`src/hdl/ubs_pkg.sv`:
```
// ----------------------------------------------------------------------------
// ubs_pkg - shared types and constants for the uberblock best selector
// Record layouts for slot beats, decoded candidates and the kept best slot,
// plus the summary field codes and the byte swap helper.
// ----------------------------------------------------------------------------
package ubs_pkg;

	typedef logic [63:0] word_t;

	// on-disk header constants
	localparam word_t       UB_MAGIC       = 64'h0000_0000_00ba_b10c;
	localparam word_t       UB_MAX_VERSION = 64'd5000;
	localparam int unsigned VERSION_W      = 13;
	// label is 256 KiB: label field starts at bit 18, ring starts at 128 KiB
	localparam int unsigned LABEL_SHIFT    = 18;
	localparam int unsigned PSIZE_HI_W     = 64 - LABEL_SHIFT;
	// four labels take 1 MiB: psize under that means bits 63:20 are all zero
	localparam int unsigned MIN_DEV_SHIFT  = 20;
	localparam int unsigned SLOT_SHIFT     = 10;

	// summary field codes
	localparam logic [4:0] FC_COUNT    = 5'd0;
	localparam logic [4:0] FC_OFFSET   = 5'd1;
	localparam logic [4:0] FC_TXG      = 5'd2;
	localparam logic [4:0] FC_VERSION  = 5'd3;
	localparam logic [4:0] FC_GUID     = 5'd4;
	localparam logic [4:0] FC_TIME     = 5'd5;
	localparam logic [4:0] FC_LABEL    = 5'd6;
	localparam logic [4:0] FC_SLOT     = 5'd7;
	localparam logic [4:0] FC_ORDER    = 5'd8;
	localparam logic [4:0] FC_ASIZE    = 5'd9;
	localparam logic [4:0] FC_VDEV     = 5'd10;
	localparam logic [4:0] FC_ROFFSET  = 5'd11;
	localparam logic [4:0] FC_EMBEDDED = 5'd12;
	localparam logic [4:0] FC_LSIZE    = 5'd13;
	localparam logic [4:0] FC_PSIZE    = 5'd14;
	localparam logic [4:0] FC_COMP     = 5'd15;
	localparam logic [4:0] FC_CKSUM    = 5'd16;
	localparam logic [4:0] FC_BTYPE    = 5'd17;
	localparam logic [4:0] FC_LEVEL    = 5'd18;
	localparam logic [4:0] FC_BIRTH    = 5'd19;
	localparam logic [4:0] FC_LAST     = FC_BIRTH;

	// raw slot beat as loaded from the ring
	typedef struct packed {
		word_t      magic;
		word_t      version;
		word_t      txg;
		word_t      guid_total;
		word_t      timestamp;
		word_t      dva0;
		word_t      dva1;
		word_t      prop;
		word_t      birth;
		logic [1:0] label;
		logic [6:0] slot;
	} slot_in_t;

	// decoded root block pointer
	typedef struct packed {
		logic [32:0] asize;
		logic [23:0] vdev;
		word_t       roffset;
		logic        embedded;
		logic [25:0] lsize;
		logic [25:0] psize;
		logic [6:0]  comp;
		logic [7:0]  cksum;
		logic [7:0]  blk_type;
		logic [4:0]  level;
		word_t       birth;
	} root_t;

	// one uberblock's summary fields
	typedef struct packed {
		word_t                offset;
		word_t                txg;
		logic [VERSION_W-1:0] version;
		word_t                guid_total;
		word_t                timestamp;
		logic [1:0]           label;
		logic [6:0]           slot;
		logic                 big;
		root_t                root;
	} ub_t;

	// decoder output: hit marks a valid candidate
	typedef struct packed {
		logic hit;
		ub_t  ub;
	} cand_t;

	// kept state
	typedef struct packed {
		logic [31:0] count;
		ub_t         ub;
	} best_t;

	// per-cycle step control from the input stage
	typedef struct packed {
		logic slot_go;
		logic end_go;
	} step_t;

	function automatic word_t swap64(input word_t v);
		word_t r;
		for (int i = 0; i < 8; i++) begin
			r[8*i +: 8] = v[8*(7-i) +: 8];
		end
		return r;
	endfunction

endpackage

```
`src/hdl/ubs_slot_decode.sv`:
```
// ----------------------------------------------------------------------------
// ubs_slot_decode - byte order detection and header decode of one slot
// Swaps the words of big-endian slots, checks magic, version and txg, places
// the slot on disk and splits out the root block pointer fields.
// ----------------------------------------------------------------------------
module ubs_slot_decode (
	input  ubs_pkg::slot_in_t                   slot,
	input  logic                                dev_small,
	input  logic [ubs_pkg::PSIZE_HI_W-1:0]      psize_hi,
	output ubs_pkg::cand_t                      cand
);
	import ubs_pkg::*;

	logic      le_ok;
	logic      be_ok;
	word_t     w_version;
	word_t     w_txg;
	word_t     w_guid;
	word_t     w_time;
	word_t     w_dva0;
	word_t     w_dva1;
	word_t     w_prop;
	word_t     w_birth;
	logic [PSIZE_HI_W-1:0] off_hi;

	// magic in either order, little-endian checked first
	assign le_ok = (slot.magic == UB_MAGIC);
	assign be_ok = !le_ok && (swap64(slot.magic) == UB_MAGIC);

	// words in host order
	always_comb begin
		w_version = be_ok ? swap64(slot.version)    : slot.version;
		w_txg     = be_ok ? swap64(slot.txg)        : slot.txg;
		w_guid    = be_ok ? swap64(slot.guid_total) : slot.guid_total;
		w_time    = be_ok ? swap64(slot.timestamp)  : slot.timestamp;
		w_dva0    = be_ok ? swap64(slot.dva0)       : slot.dva0;
		w_dva1    = be_ok ? swap64(slot.dva1)       : slot.dva1;
		w_prop    = be_ok ? swap64(slot.prop)       : slot.prop;
		w_birth   = be_ok ? swap64(slot.birth)      : slot.birth;
	end

	// labels 2 and 3 sit at the end of the aligned device
	assign off_hi = (slot.label[1] ? psize_hi : '0)
		+ {{(PSIZE_HI_W-2){1'b0}}, slot.label};

	always_comb begin
		cand.hit = !dev_small && (le_ok || be_ok)
			&& (w_version != '0) && (w_version <= UB_MAX_VERSION)
			&& (w_txg != '0);

		cand.ub.offset     = {off_hi, 1'b1, slot.slot, {SLOT_SHIFT{1'b0}}};
		cand.ub.txg        = w_txg;
		cand.ub.version    = w_version[VERSION_W-1:0];
		cand.ub.guid_total = w_guid;
		cand.ub.timestamp  = w_time;
		cand.ub.label      = slot.label;
		cand.ub.slot       = slot.slot;
		cand.ub.big        = be_ok;

		// root block pointer
		cand.ub.root.asize    = {w_dva0[23:0], 9'd0};
		cand.ub.root.vdev     = w_dva0[55:32];
		cand.ub.root.roffset  = {w_dva1[54:0], 9'd0};
		cand.ub.root.embedded = w_prop[39];
		cand.ub.root.lsize    = {({1'b0, w_prop[15:0]} + 17'd1), 9'd0};
		cand.ub.root.psize    = {({1'b0, w_prop[31:16]} + 17'd1), 9'd0};
		cand.ub.root.comp     = w_prop[38:32];
		cand.ub.root.cksum    = w_prop[47:40];
		cand.ub.root.blk_type = w_prop[55:48];
		cand.ub.root.level    = w_prop[60:56];
		cand.ub.root.birth    = w_birth;
	end

endmodule

```
`src/hdl/ubs_best_track.sv`:
```
// ----------------------------------------------------------------------------
// ubs_best_track - candidate count and best uberblock register
// Counts valid candidates with saturation and keeps the best by txg, then
// timestamp. Cleared by reset and by the end-of-scan step.
// ----------------------------------------------------------------------------
module ubs_best_track (
	input  logic           clk,
	input  logic           arst_n,
	input  ubs_pkg::step_t step,
	input  ubs_pkg::cand_t cand,
	output ubs_pkg::best_t best_q
);
	import ubs_pkg::*;

	logic  wins;
	best_t best_d;

	// higher txg wins; on a tie the later timestamp wins
	assign wins = (cand.ub.txg > best_q.ub.txg)
		|| ((cand.ub.txg == best_q.ub.txg) && (cand.ub.timestamp > best_q.ub.timestamp));

	always_comb begin
		best_d = best_q;
		if (step.slot_go && cand.hit) begin
			if (best_q.count != '1) begin
				best_d.count = best_q.count + 32'd1;
			end
			if (wins) begin
				best_d.ub = cand.ub;
				// embedded pointers carry no sizes
				if (cand.ub.root.embedded) begin
					best_d.ub.root.lsize = best_q.ub.root.lsize;
					best_d.ub.root.psize = best_q.ub.root.psize;
				end
			end
		end
	end

	always_ff @(posedge clk or negedge arst_n) begin
		if (!arst_n) begin
			best_q <= '0;
		end else if (step.end_go) begin
			best_q <= '0;
		end else begin
			best_q <= best_d;
		end
	end

	a_end_clears: assert property (@(posedge clk) disable iff (!arst_n)
		step.end_go |=> (best_q.count == '0) && (best_q.ub.txg == '0))
		else $error("state not cleared after end of scan");

	a_txg_monotonic: assert property (@(posedge clk) disable iff (!arst_n)
		!step.end_go |=> best_q.ub.txg >= $past(best_q.ub.txg))
		else $error("best txg went backwards within a scan");

	a_no_best_without_count: assert property (@(posedge clk) disable iff (!arst_n)
		(best_q.count == '0) |-> (best_q.ub.txg == '0))
		else $error("best slot held with no candidate counted");

endmodule

```
`src/hdl/ubs_summary_emit.sv`:
```
// ----------------------------------------------------------------------------
// ubs_summary_emit - coded summary sequencer and output register
// Takes a snapshot of the best state at end of scan, then walks the twenty
// field codes, one result beat per cycle while the sink does not stall.
// ----------------------------------------------------------------------------
module ubs_summary_emit (
	input  logic           clk,
	input  logic           arst_n,
	input  ubs_pkg::step_t step,
	input  ubs_pkg::best_t best,
	output logic           busy_q,
	output logic           result_valid_q,
	input  logic           result_stall,
	output logic [4:0]     field_code_q,
	output ubs_pkg::word_t field_value_q,
	output logic           last_of_run_q
);
	import ubs_pkg::*;

	best_t      snap_q;
	logic [4:0] idx_q;
	logic       out_free;

	function automatic word_t field_sel(input best_t b, input logic [4:0] code);
		word_t v;
		v = '0;
		unique case (code)
			FC_COUNT:    v = {32'd0, b.count};
			FC_OFFSET:   v = b.ub.offset;
			FC_TXG:      v = b.ub.txg;
			FC_VERSION:  v = {{(64-VERSION_W){1'b0}}, b.ub.version};
			FC_GUID:     v = b.ub.guid_total;
			FC_TIME:     v = b.ub.timestamp;
			FC_LABEL:    v = {62'd0, b.ub.label};
			FC_SLOT:     v = {57'd0, b.ub.slot};
			FC_ORDER:    v = {63'd0, b.ub.big};
			FC_ASIZE:    v = {31'd0, b.ub.root.asize};
			FC_VDEV:     v = {40'd0, b.ub.root.vdev};
			FC_ROFFSET:  v = b.ub.root.roffset;
			FC_EMBEDDED: v = {63'd0, b.ub.root.embedded};
			FC_LSIZE:    v = {38'd0, b.ub.root.lsize};
			FC_PSIZE:    v = {38'd0, b.ub.root.psize};
			FC_COMP:     v = {57'd0, b.ub.root.comp};
			FC_CKSUM:    v = {56'd0, b.ub.root.cksum};
			FC_BTYPE:    v = {56'd0, b.ub.root.blk_type};
			FC_LEVEL:    v = {59'd0, b.ub.root.level};
			FC_BIRTH:    v = b.ub.root.birth;
			default:     v = '0;
		endcase
		return v;
	endfunction

	assign out_free = !result_valid_q || !result_stall;

	// snapshot of the best state, taken when the end beat leaves the input stage
	always_ff @(posedge clk) begin
		if (step.end_go) begin
			snap_q <= best;
		end
	end

	// field sequencer
	always_ff @(posedge clk or negedge arst_n) begin
		if (!arst_n) begin
			busy_q <= 1'b0;
			idx_q  <= '0;
		end else if (step.end_go) begin
			busy_q <= 1'b1;
			idx_q  <= FC_COUNT;
		end else if (busy_q && out_free) begin
			idx_q <= idx_q + 5'd1;
			if (idx_q == FC_LAST) begin
				busy_q <= 1'b0;
			end
		end
	end

	// output register
	always_ff @(posedge clk or negedge arst_n) begin
		if (!arst_n) begin
			result_valid_q <= 1'b0;
		end else if (out_free) begin
			result_valid_q <= busy_q;
		end
	end

	always_ff @(posedge clk) begin
		if (out_free && busy_q) begin
			field_code_q  <= idx_q;
			field_value_q <= field_sel(snap_q, idx_q);
			last_of_run_q <= (idx_q == FC_LAST);
		end
	end

	a_last_code: assert property (@(posedge clk) disable iff (!arst_n)
		(result_valid_q && last_of_run_q) |-> (field_code_q == FC_LAST))
		else $error("last beat of run carries wrong field code");

	a_no_overlap: assert property (@(posedge clk) disable iff (!arst_n)
		step.end_go |-> !busy_q)
		else $error("new summary started while one is still draining");

	a_full_run: assert property (@(posedge clk) disable iff (!arst_n)
		$fell(busy_q) |-> ($past(idx_q) == FC_LAST))
		else $error("summary run ended before the last field");

endmodule

```
`src/hdl/uberblock_best_selector_top.sv`:
```
// ----------------------------------------------------------------------------
// uberblock_best_selector_top - streaming uberblock best-slot selector
// Input register, slot decoder, best tracker and summary sequencer; the
// device size register sets label placement and the minimum device check.
// ----------------------------------------------------------------------------
// Slot beats: one per cycle while no end beat waits; a slot reaches the best
//   state in the cycle after it is taken into the input register.
// End beat: input register, sequencer and snapshot, then twenty beats at one
//   per cycle if not stalled; a later end beat holds the input to the last beat.
// Reset (arst_n low, asynchronous): counts, best fields and device size zero, so
//   slot beats are ignored until a size of 1 MiB or more is written.
module uberblock_best_selector_top (
	input  logic                  clk,
	input  logic                  arst_n,
	// configuration
	input  logic                  cfg_valid,
	output logic                  cfg_ready,
	input  logic [63:0]           device_size_bytes,
	// slot channel
	input  logic                  item_valid,
	output logic                  item_stall,
	input  logic [63:0]           magic_word,
	input  logic [63:0]           version_word,
	input  logic [63:0]           txg_word,
	input  logic [63:0]           guid_sum_word,
	input  logic [63:0]           timestamp_word,
	input  logic [63:0]           dva_word_zero,
	input  logic [63:0]           dva_word_one,
	input  logic [63:0]           blkptr_prop_word,
	input  logic [63:0]           birth_word,
	input  logic [1:0]            label_number,
	input  logic [6:0]            slot_number,
	input  logic                  end_of_scan,
	// result channel
	output logic                  result_valid,
	input  logic                  result_stall,
	output logic [4:0]            field_code,
	output logic [63:0]           field_value,
	output logic                  last_of_run
);
	import ubs_pkg::*;

	logic                  dev_small_q;
	logic [PSIZE_HI_W-1:0] psize_hi_q;
	logic                  valid_s1;
	logic                  end_s1;
	slot_in_t              slot_s1;
	logic                  s1_go;
	logic                  s1_load;
	logic                  emit_busy;
	step_t                 step;
	cand_t                 cand;
	best_t                 best;

	// device size: keep the too-small flag and aligned size minus four labels
	assign cfg_ready = 1'b1;

	always_ff @(posedge clk or negedge arst_n) begin
		if (!arst_n) begin
			dev_small_q <= 1'b1;
			psize_hi_q  <= '0;
		end else if (cfg_valid && cfg_ready) begin
			dev_small_q <= (device_size_bytes[63:MIN_DEV_SHIFT] == '0);
			psize_hi_q  <= device_size_bytes[63:LABEL_SHIFT] - PSIZE_HI_W'(4);
		end
	end

	// input stage: slot beats always advance, an end beat waits for the sequencer
	assign s1_go      = valid_s1 && (!end_s1 || !emit_busy);
	assign s1_load    = !valid_s1 || s1_go;
	assign item_stall = !s1_load;

	assign step.slot_go = s1_go && !end_s1;
	assign step.end_go  = s1_go && end_s1;

	always_ff @(posedge clk or negedge arst_n) begin
		if (!arst_n) begin
			valid_s1 <= 1'b0;
		end else if (s1_load) begin
			valid_s1 <= item_valid;
		end
	end

	always_ff @(posedge clk) begin
		if (s1_load && item_valid) begin
			end_s1             <= end_of_scan;
			slot_s1.magic      <= magic_word;
			slot_s1.version    <= version_word;
			slot_s1.txg        <= txg_word;
			slot_s1.guid_total <= guid_sum_word;
			slot_s1.timestamp  <= timestamp_word;
			slot_s1.dva0       <= dva_word_zero;
			slot_s1.dva1       <= dva_word_one;
			slot_s1.prop       <= blkptr_prop_word;
			slot_s1.birth      <= birth_word;
			slot_s1.label      <= label_number;
			slot_s1.slot       <= slot_number;
		end
	end

	ubs_slot_decode u_decode (
		.slot      (slot_s1),
		.dev_small (dev_small_q),
		.psize_hi  (psize_hi_q),
		.cand      (cand)
	);

	ubs_best_track u_track (
		.clk    (clk),
		.arst_n (arst_n),
		.step   (step),
		.cand   (cand),
		.best_q (best)
	);

	ubs_summary_emit u_emit (
		.clk            (clk),
		.arst_n         (arst_n),
		.step           (step),
		.best           (best),
		.busy_q         (emit_busy),
		.result_valid_q (result_valid),
		.result_stall   (result_stall),
		.field_code_q   (field_code),
		.field_value_q  (field_value),
		.last_of_run_q  (last_of_run)
	);

endmodule

```
`config.mk`:
```
export PLATFORM = sky130hd
export DESIGN_NAME = uberblock_best_selector_top
export DESIGN_NICKNAME = d
export VERILOG_FILES = /design/src/hdl/ubs_pkg.sv /design/src/hdl/ubs_slot_decode.sv /design/src/hdl/ubs_best_track.sv /design/src/hdl/ubs_summary_emit.sv /design/src/hdl/uberblock_best_selector_top.sv
export SDC_FILE = /design/constraint.sdc
export NUM_CORES = 2
export LEC_CHECK = 0
export BUFFER_PORTS_ARGS = -buffer_cell sky130_fd_sc_hd__buf_2
export CORE_MARGIN = 1
export CORE_UTILIZATION = 37
export CTS_CLUSTER_DIAMETER = 200
export CTS_CLUSTER_SIZE = 10
export DETAILED_ROUTE_END_ITERATION = 12
export GPL_TIMING_DRIVEN = 0
export PLACE_DENSITY = 0.54
export RECOVER_POWER = 100
export SLEW_MARGIN = 20
export SYNTH_ARGS = -nofsm -noshare
export SYNTH_HDL_FRONTEND = slang
export SYNTH_HIERARCHICAL = 1
export SYNTH_SLANG_ARGS = --single-unit
```
`constraint.sdc`:
```
create_clock -name clk -period 36.9 [get_ports clk]
set_input_delay 7.38 -clock clk [delete_from_list [all_inputs] [get_ports clk]]
set_output_delay 7.38 -clock clk [all_outputs]
set_load 0.1 [all_outputs]
```
==> flow_summary.toml <==
[power_and_ir_drop]
power_switching_mw = 2.01
vdd_drop_max_v = 0.0000602
p_sw_frac = 0.343
p_comb_frac = 0.220
power.internal_mw = 3.85
p_per_area_nw_per_um2 = 59.4
power_frac_seq = 0.453
clkPwrFrac = 0.328
power_mw = 5.86
p_leak_nw = 38.2

[timing]
min_period_ns = 17.72
fin_ws_ns = 19.18
slew_viol_final = 1216
rsz0062_at_grt = "no"
whs_ns = 0.415
max_freq_mhz = 56.4
tns_ns = 0
finalHoldViolations = 0
relSlewSlack = -2.48
post-route-period-util = 0.480
finClkSkew_ns = 0.0657
worst_slew_pin_slew_ns = 5.23
setup_viol = 0

[logic_synthesis]
netlist_area_um2 = 85000
synth_ff_type = "edfxtp_1"
seq_area_frac_synth = 0.622
syn_inst = 6975
yosys_warnings = 6
synth_cell_types = 95
synth_top_area_share = 0.436
synth_edf_count = 1233
async_flop_share = 0.339
synthTopCellsByArea = "edfxtp_1 (44%), dfrtp_1 (19%), nand2b_1 (8.1%)"
avgSynthCellArea_um2 = 12.2
yosysTopAreaCell = "edfxtp_1"
synth-seq-cells = 1865

[clock_network]
root_buffer = "clkbuf_16"
clock_latency_ns = 0.88
clockBufferDepth = 3
path_clk_slew_ns = 0.06
cts_resized = 0
h-tree-depth = 4
clock_sinks = 1865
postCtsSetupBuffers = 0
cts_tree = "built"
cts_hold_buf = 0
tritoncts.num_buffers = 204

[floorplanning]
start_util = 0.373
die_width_um = 481
rows = 175
core_area_um2 = 228000
chipHeight_um = 481
die-area_um2 = 232000
num_io_pins = 728

[grt]
first_global_vias = 57900
grt_antenna_before_repair = 39
gr-total-overflow = 0
grt_pass1_wl_um = 454000
grt_max_degree = 90
grtUsageTotal = 0.283

[detailed_routing]
antenna_left = 0
drtPass1Iterations = 8
vias = 59300
dr.first_iter.drc_count = 6449
drc_errors = 0
avgViaCountPerCell = 5.30
wl_per_cell_um = 29.8
drt_wl_total_um = 333000

[critical_path]
critPathMostFrequentCell = "clkbuf_1"
max_stage_delay_ns = 3.84
endpoint_kind = "asynchronous set/reset pin"
worstPathRequired_ns = 36.60
path_delay_family = "buffers and inverters"
path_cells = "clkbuf_1 > clkbuf_1 > clkbuf_1"
r2r-start = "end_s1"
crit_arrival_ns = 17.42
cp_slowest_cell = "clkbuf_1"
cp-startpoint = "arst_n"
critPathKind = "input port to asynchronous set/reset pin"
critPathMaxFanout = 87
cp-start-kind = "input port"
crit_buf_inv = 3

[layout]
fin_nets = 8784
syn2layout_area_growth_pct = 15.9
final_cell_area_um2 = 98600
final_layout_size_suffix_gt1_frac = 0.127

[worst_hold_path]
holdCritStartpoint = "u_track/best_q[214]"
worstHoldPathType = "register to register"

[placed_design]
port_buffers = 706
gp_congestion = 0.976
placed_area_um2 = 93900
dpl_worst_slack_ns = 26.96
hpwlAfterDp_um = 262000

[run_status]
violations = "max-capacitance violations, max-slew violations"
outcome = "finished, violations left"

[run]
maxCapViolCount = 27
layout make-up:
class	count	area [µm²]
fill	21600	129000
multi-input combinational	4550	28700
antenna	8	20.0
tap	3009	3760
inverter	163	617
timing repair buffer	763	3600
buffer	442	3030
clock inverter	13	259
sequential	1865	52800
clock buffer	370	5780
synthesized netlist by cell type, types with 7 or more instances:
cell type  instances
nand2_1         1337
edfxtp_1        1233
nand2b_1        1100
dfrtp_1          631
mux2i_1          591
clkbuf_1         179
inv_1            160
nor2_1           153
ha_1             140
a22oi_1          136
nand3_1          126
a21oi_1          116
buf_2            106
buf_4             93
nand4_1           89
xnor2_1           85
nor4_1            82
xor2_1            64
nor3_1            56
buf_12            52
o21ai_0           43
and2_1            36
a22o_1            29
a221oi_1          28
or3_1             24
a222oi_1          22
mux2_2            20
a21o_1            19
and3_1            19
nor2b_1           17
or4_1             14
and4_1            10
a21boi_0           9
buf_6              9
a211oi_1           8
a31oi_1            7
o2bb2ai_1          7
final timing paths:
kind | end | slack [ns] | cells after the start
worst max-delay path | u_track/best_q[32] | 19.18 | 3
worst min-delay path | u_emit/snap_q[214] | 0.41 | 0
worst max register to register | u_track/best_q[550] | 26.16 | 14
worst min register to register | u_emit/snap_q[214] | 0.41 | 0
max in group clk | slot_s1[478] | 20.73 | 6
min in group asynchronous | u_track/best_q[86] | 7.93 | 1
flip-flops by register name, indices dropped and copies added (netlist names):
name and flops:
u_emit/field_code_q 5, end_s1 1, u_track/best_q 577, u_emit/result_valid_q 1, psize_hi_q 46, u_emit/idx_q 5
u_emit/field_value_q 64, u_emit/snap_q 577, dev_small_q 1, u_emit/last_of_run_q 1, slot_s1 585, u_emit/busy_q 1
valid_s1 1
cell usage in the layout, fill, tap and decap left out, drive strengths merged, types with 85 or more instances in the layout:
master / instances
a21oi: 116
mux2i: 593
nand4: 89
nor4: 85
nand2b: 1100
edfxtp: 1233
clkbuf: 817
inv: 166
ha: 140
a22oi: 136
nor2: 154
xnor2: 85
dfrtp: 631
buf: 758
nand2: 1338
nand3: 127
per-stage QoR:
stage,utilization,std cells
after floorplan,-,7020
after global placement,0.406,10700
after detailed placement,0.412,10800
after CTS,0.438,11200
after global routing,0.432,11200
final,0.432,11200
worst register-to-register path: cells and delay by family (launching register included):
| family | cells | cell delay, ns |
|---|---|---|
| and+or+nand+nor | 3 | 0.60 |
| buffers and inverters | 11 | 9.60 |
| DFF | 1 | 0.39 |
layer usage:
| metal | vias up | GRT usage | part of all wire |
|---|---|---|---|
| met5 | - | 0 | 0.00023 |
| met1 | 29900 | 0.378 | 0.42 |
| met2 | 2531 | 0.447 | 0.45 |
| met4 | 12 | 0.131 | 0.055 |
| met3 | 519 | 0.0508 | 0.070 |
| li1 | 26300 | - | - |
power by group through the flow:
stage | combinational (mW) | sequential [mW] | clock [mW]
finish | 1.29 | 2.65 | 1.92
global route | 1.33 | 2.66 | 2.03
CTS | 1.34 | 2.63 | 1.96
detailed placement | 1.33 | 2.67 | 0
global placement | 1.27 | 2.91 | 0
floorplan | 0.510 | 3.00 | 0
kinds of logic (layout without fill, tap and decap cells):
logic type	after synthesis	in the layout	synth area share
xor gates and xnor gates	149	149	0.0154
AOI/OAI and AO/OA	481	481	0.0401
buffers and inverters	605	1751	0.0432
adders and majority gates	140	140	0.0206
and+or+nand+nor	3116	3116	0.186
DFF	1865	1865	0.622
muxes	616	616	0.0733
other	3	56	0.000132
Power figures use the tool's default switching activity.
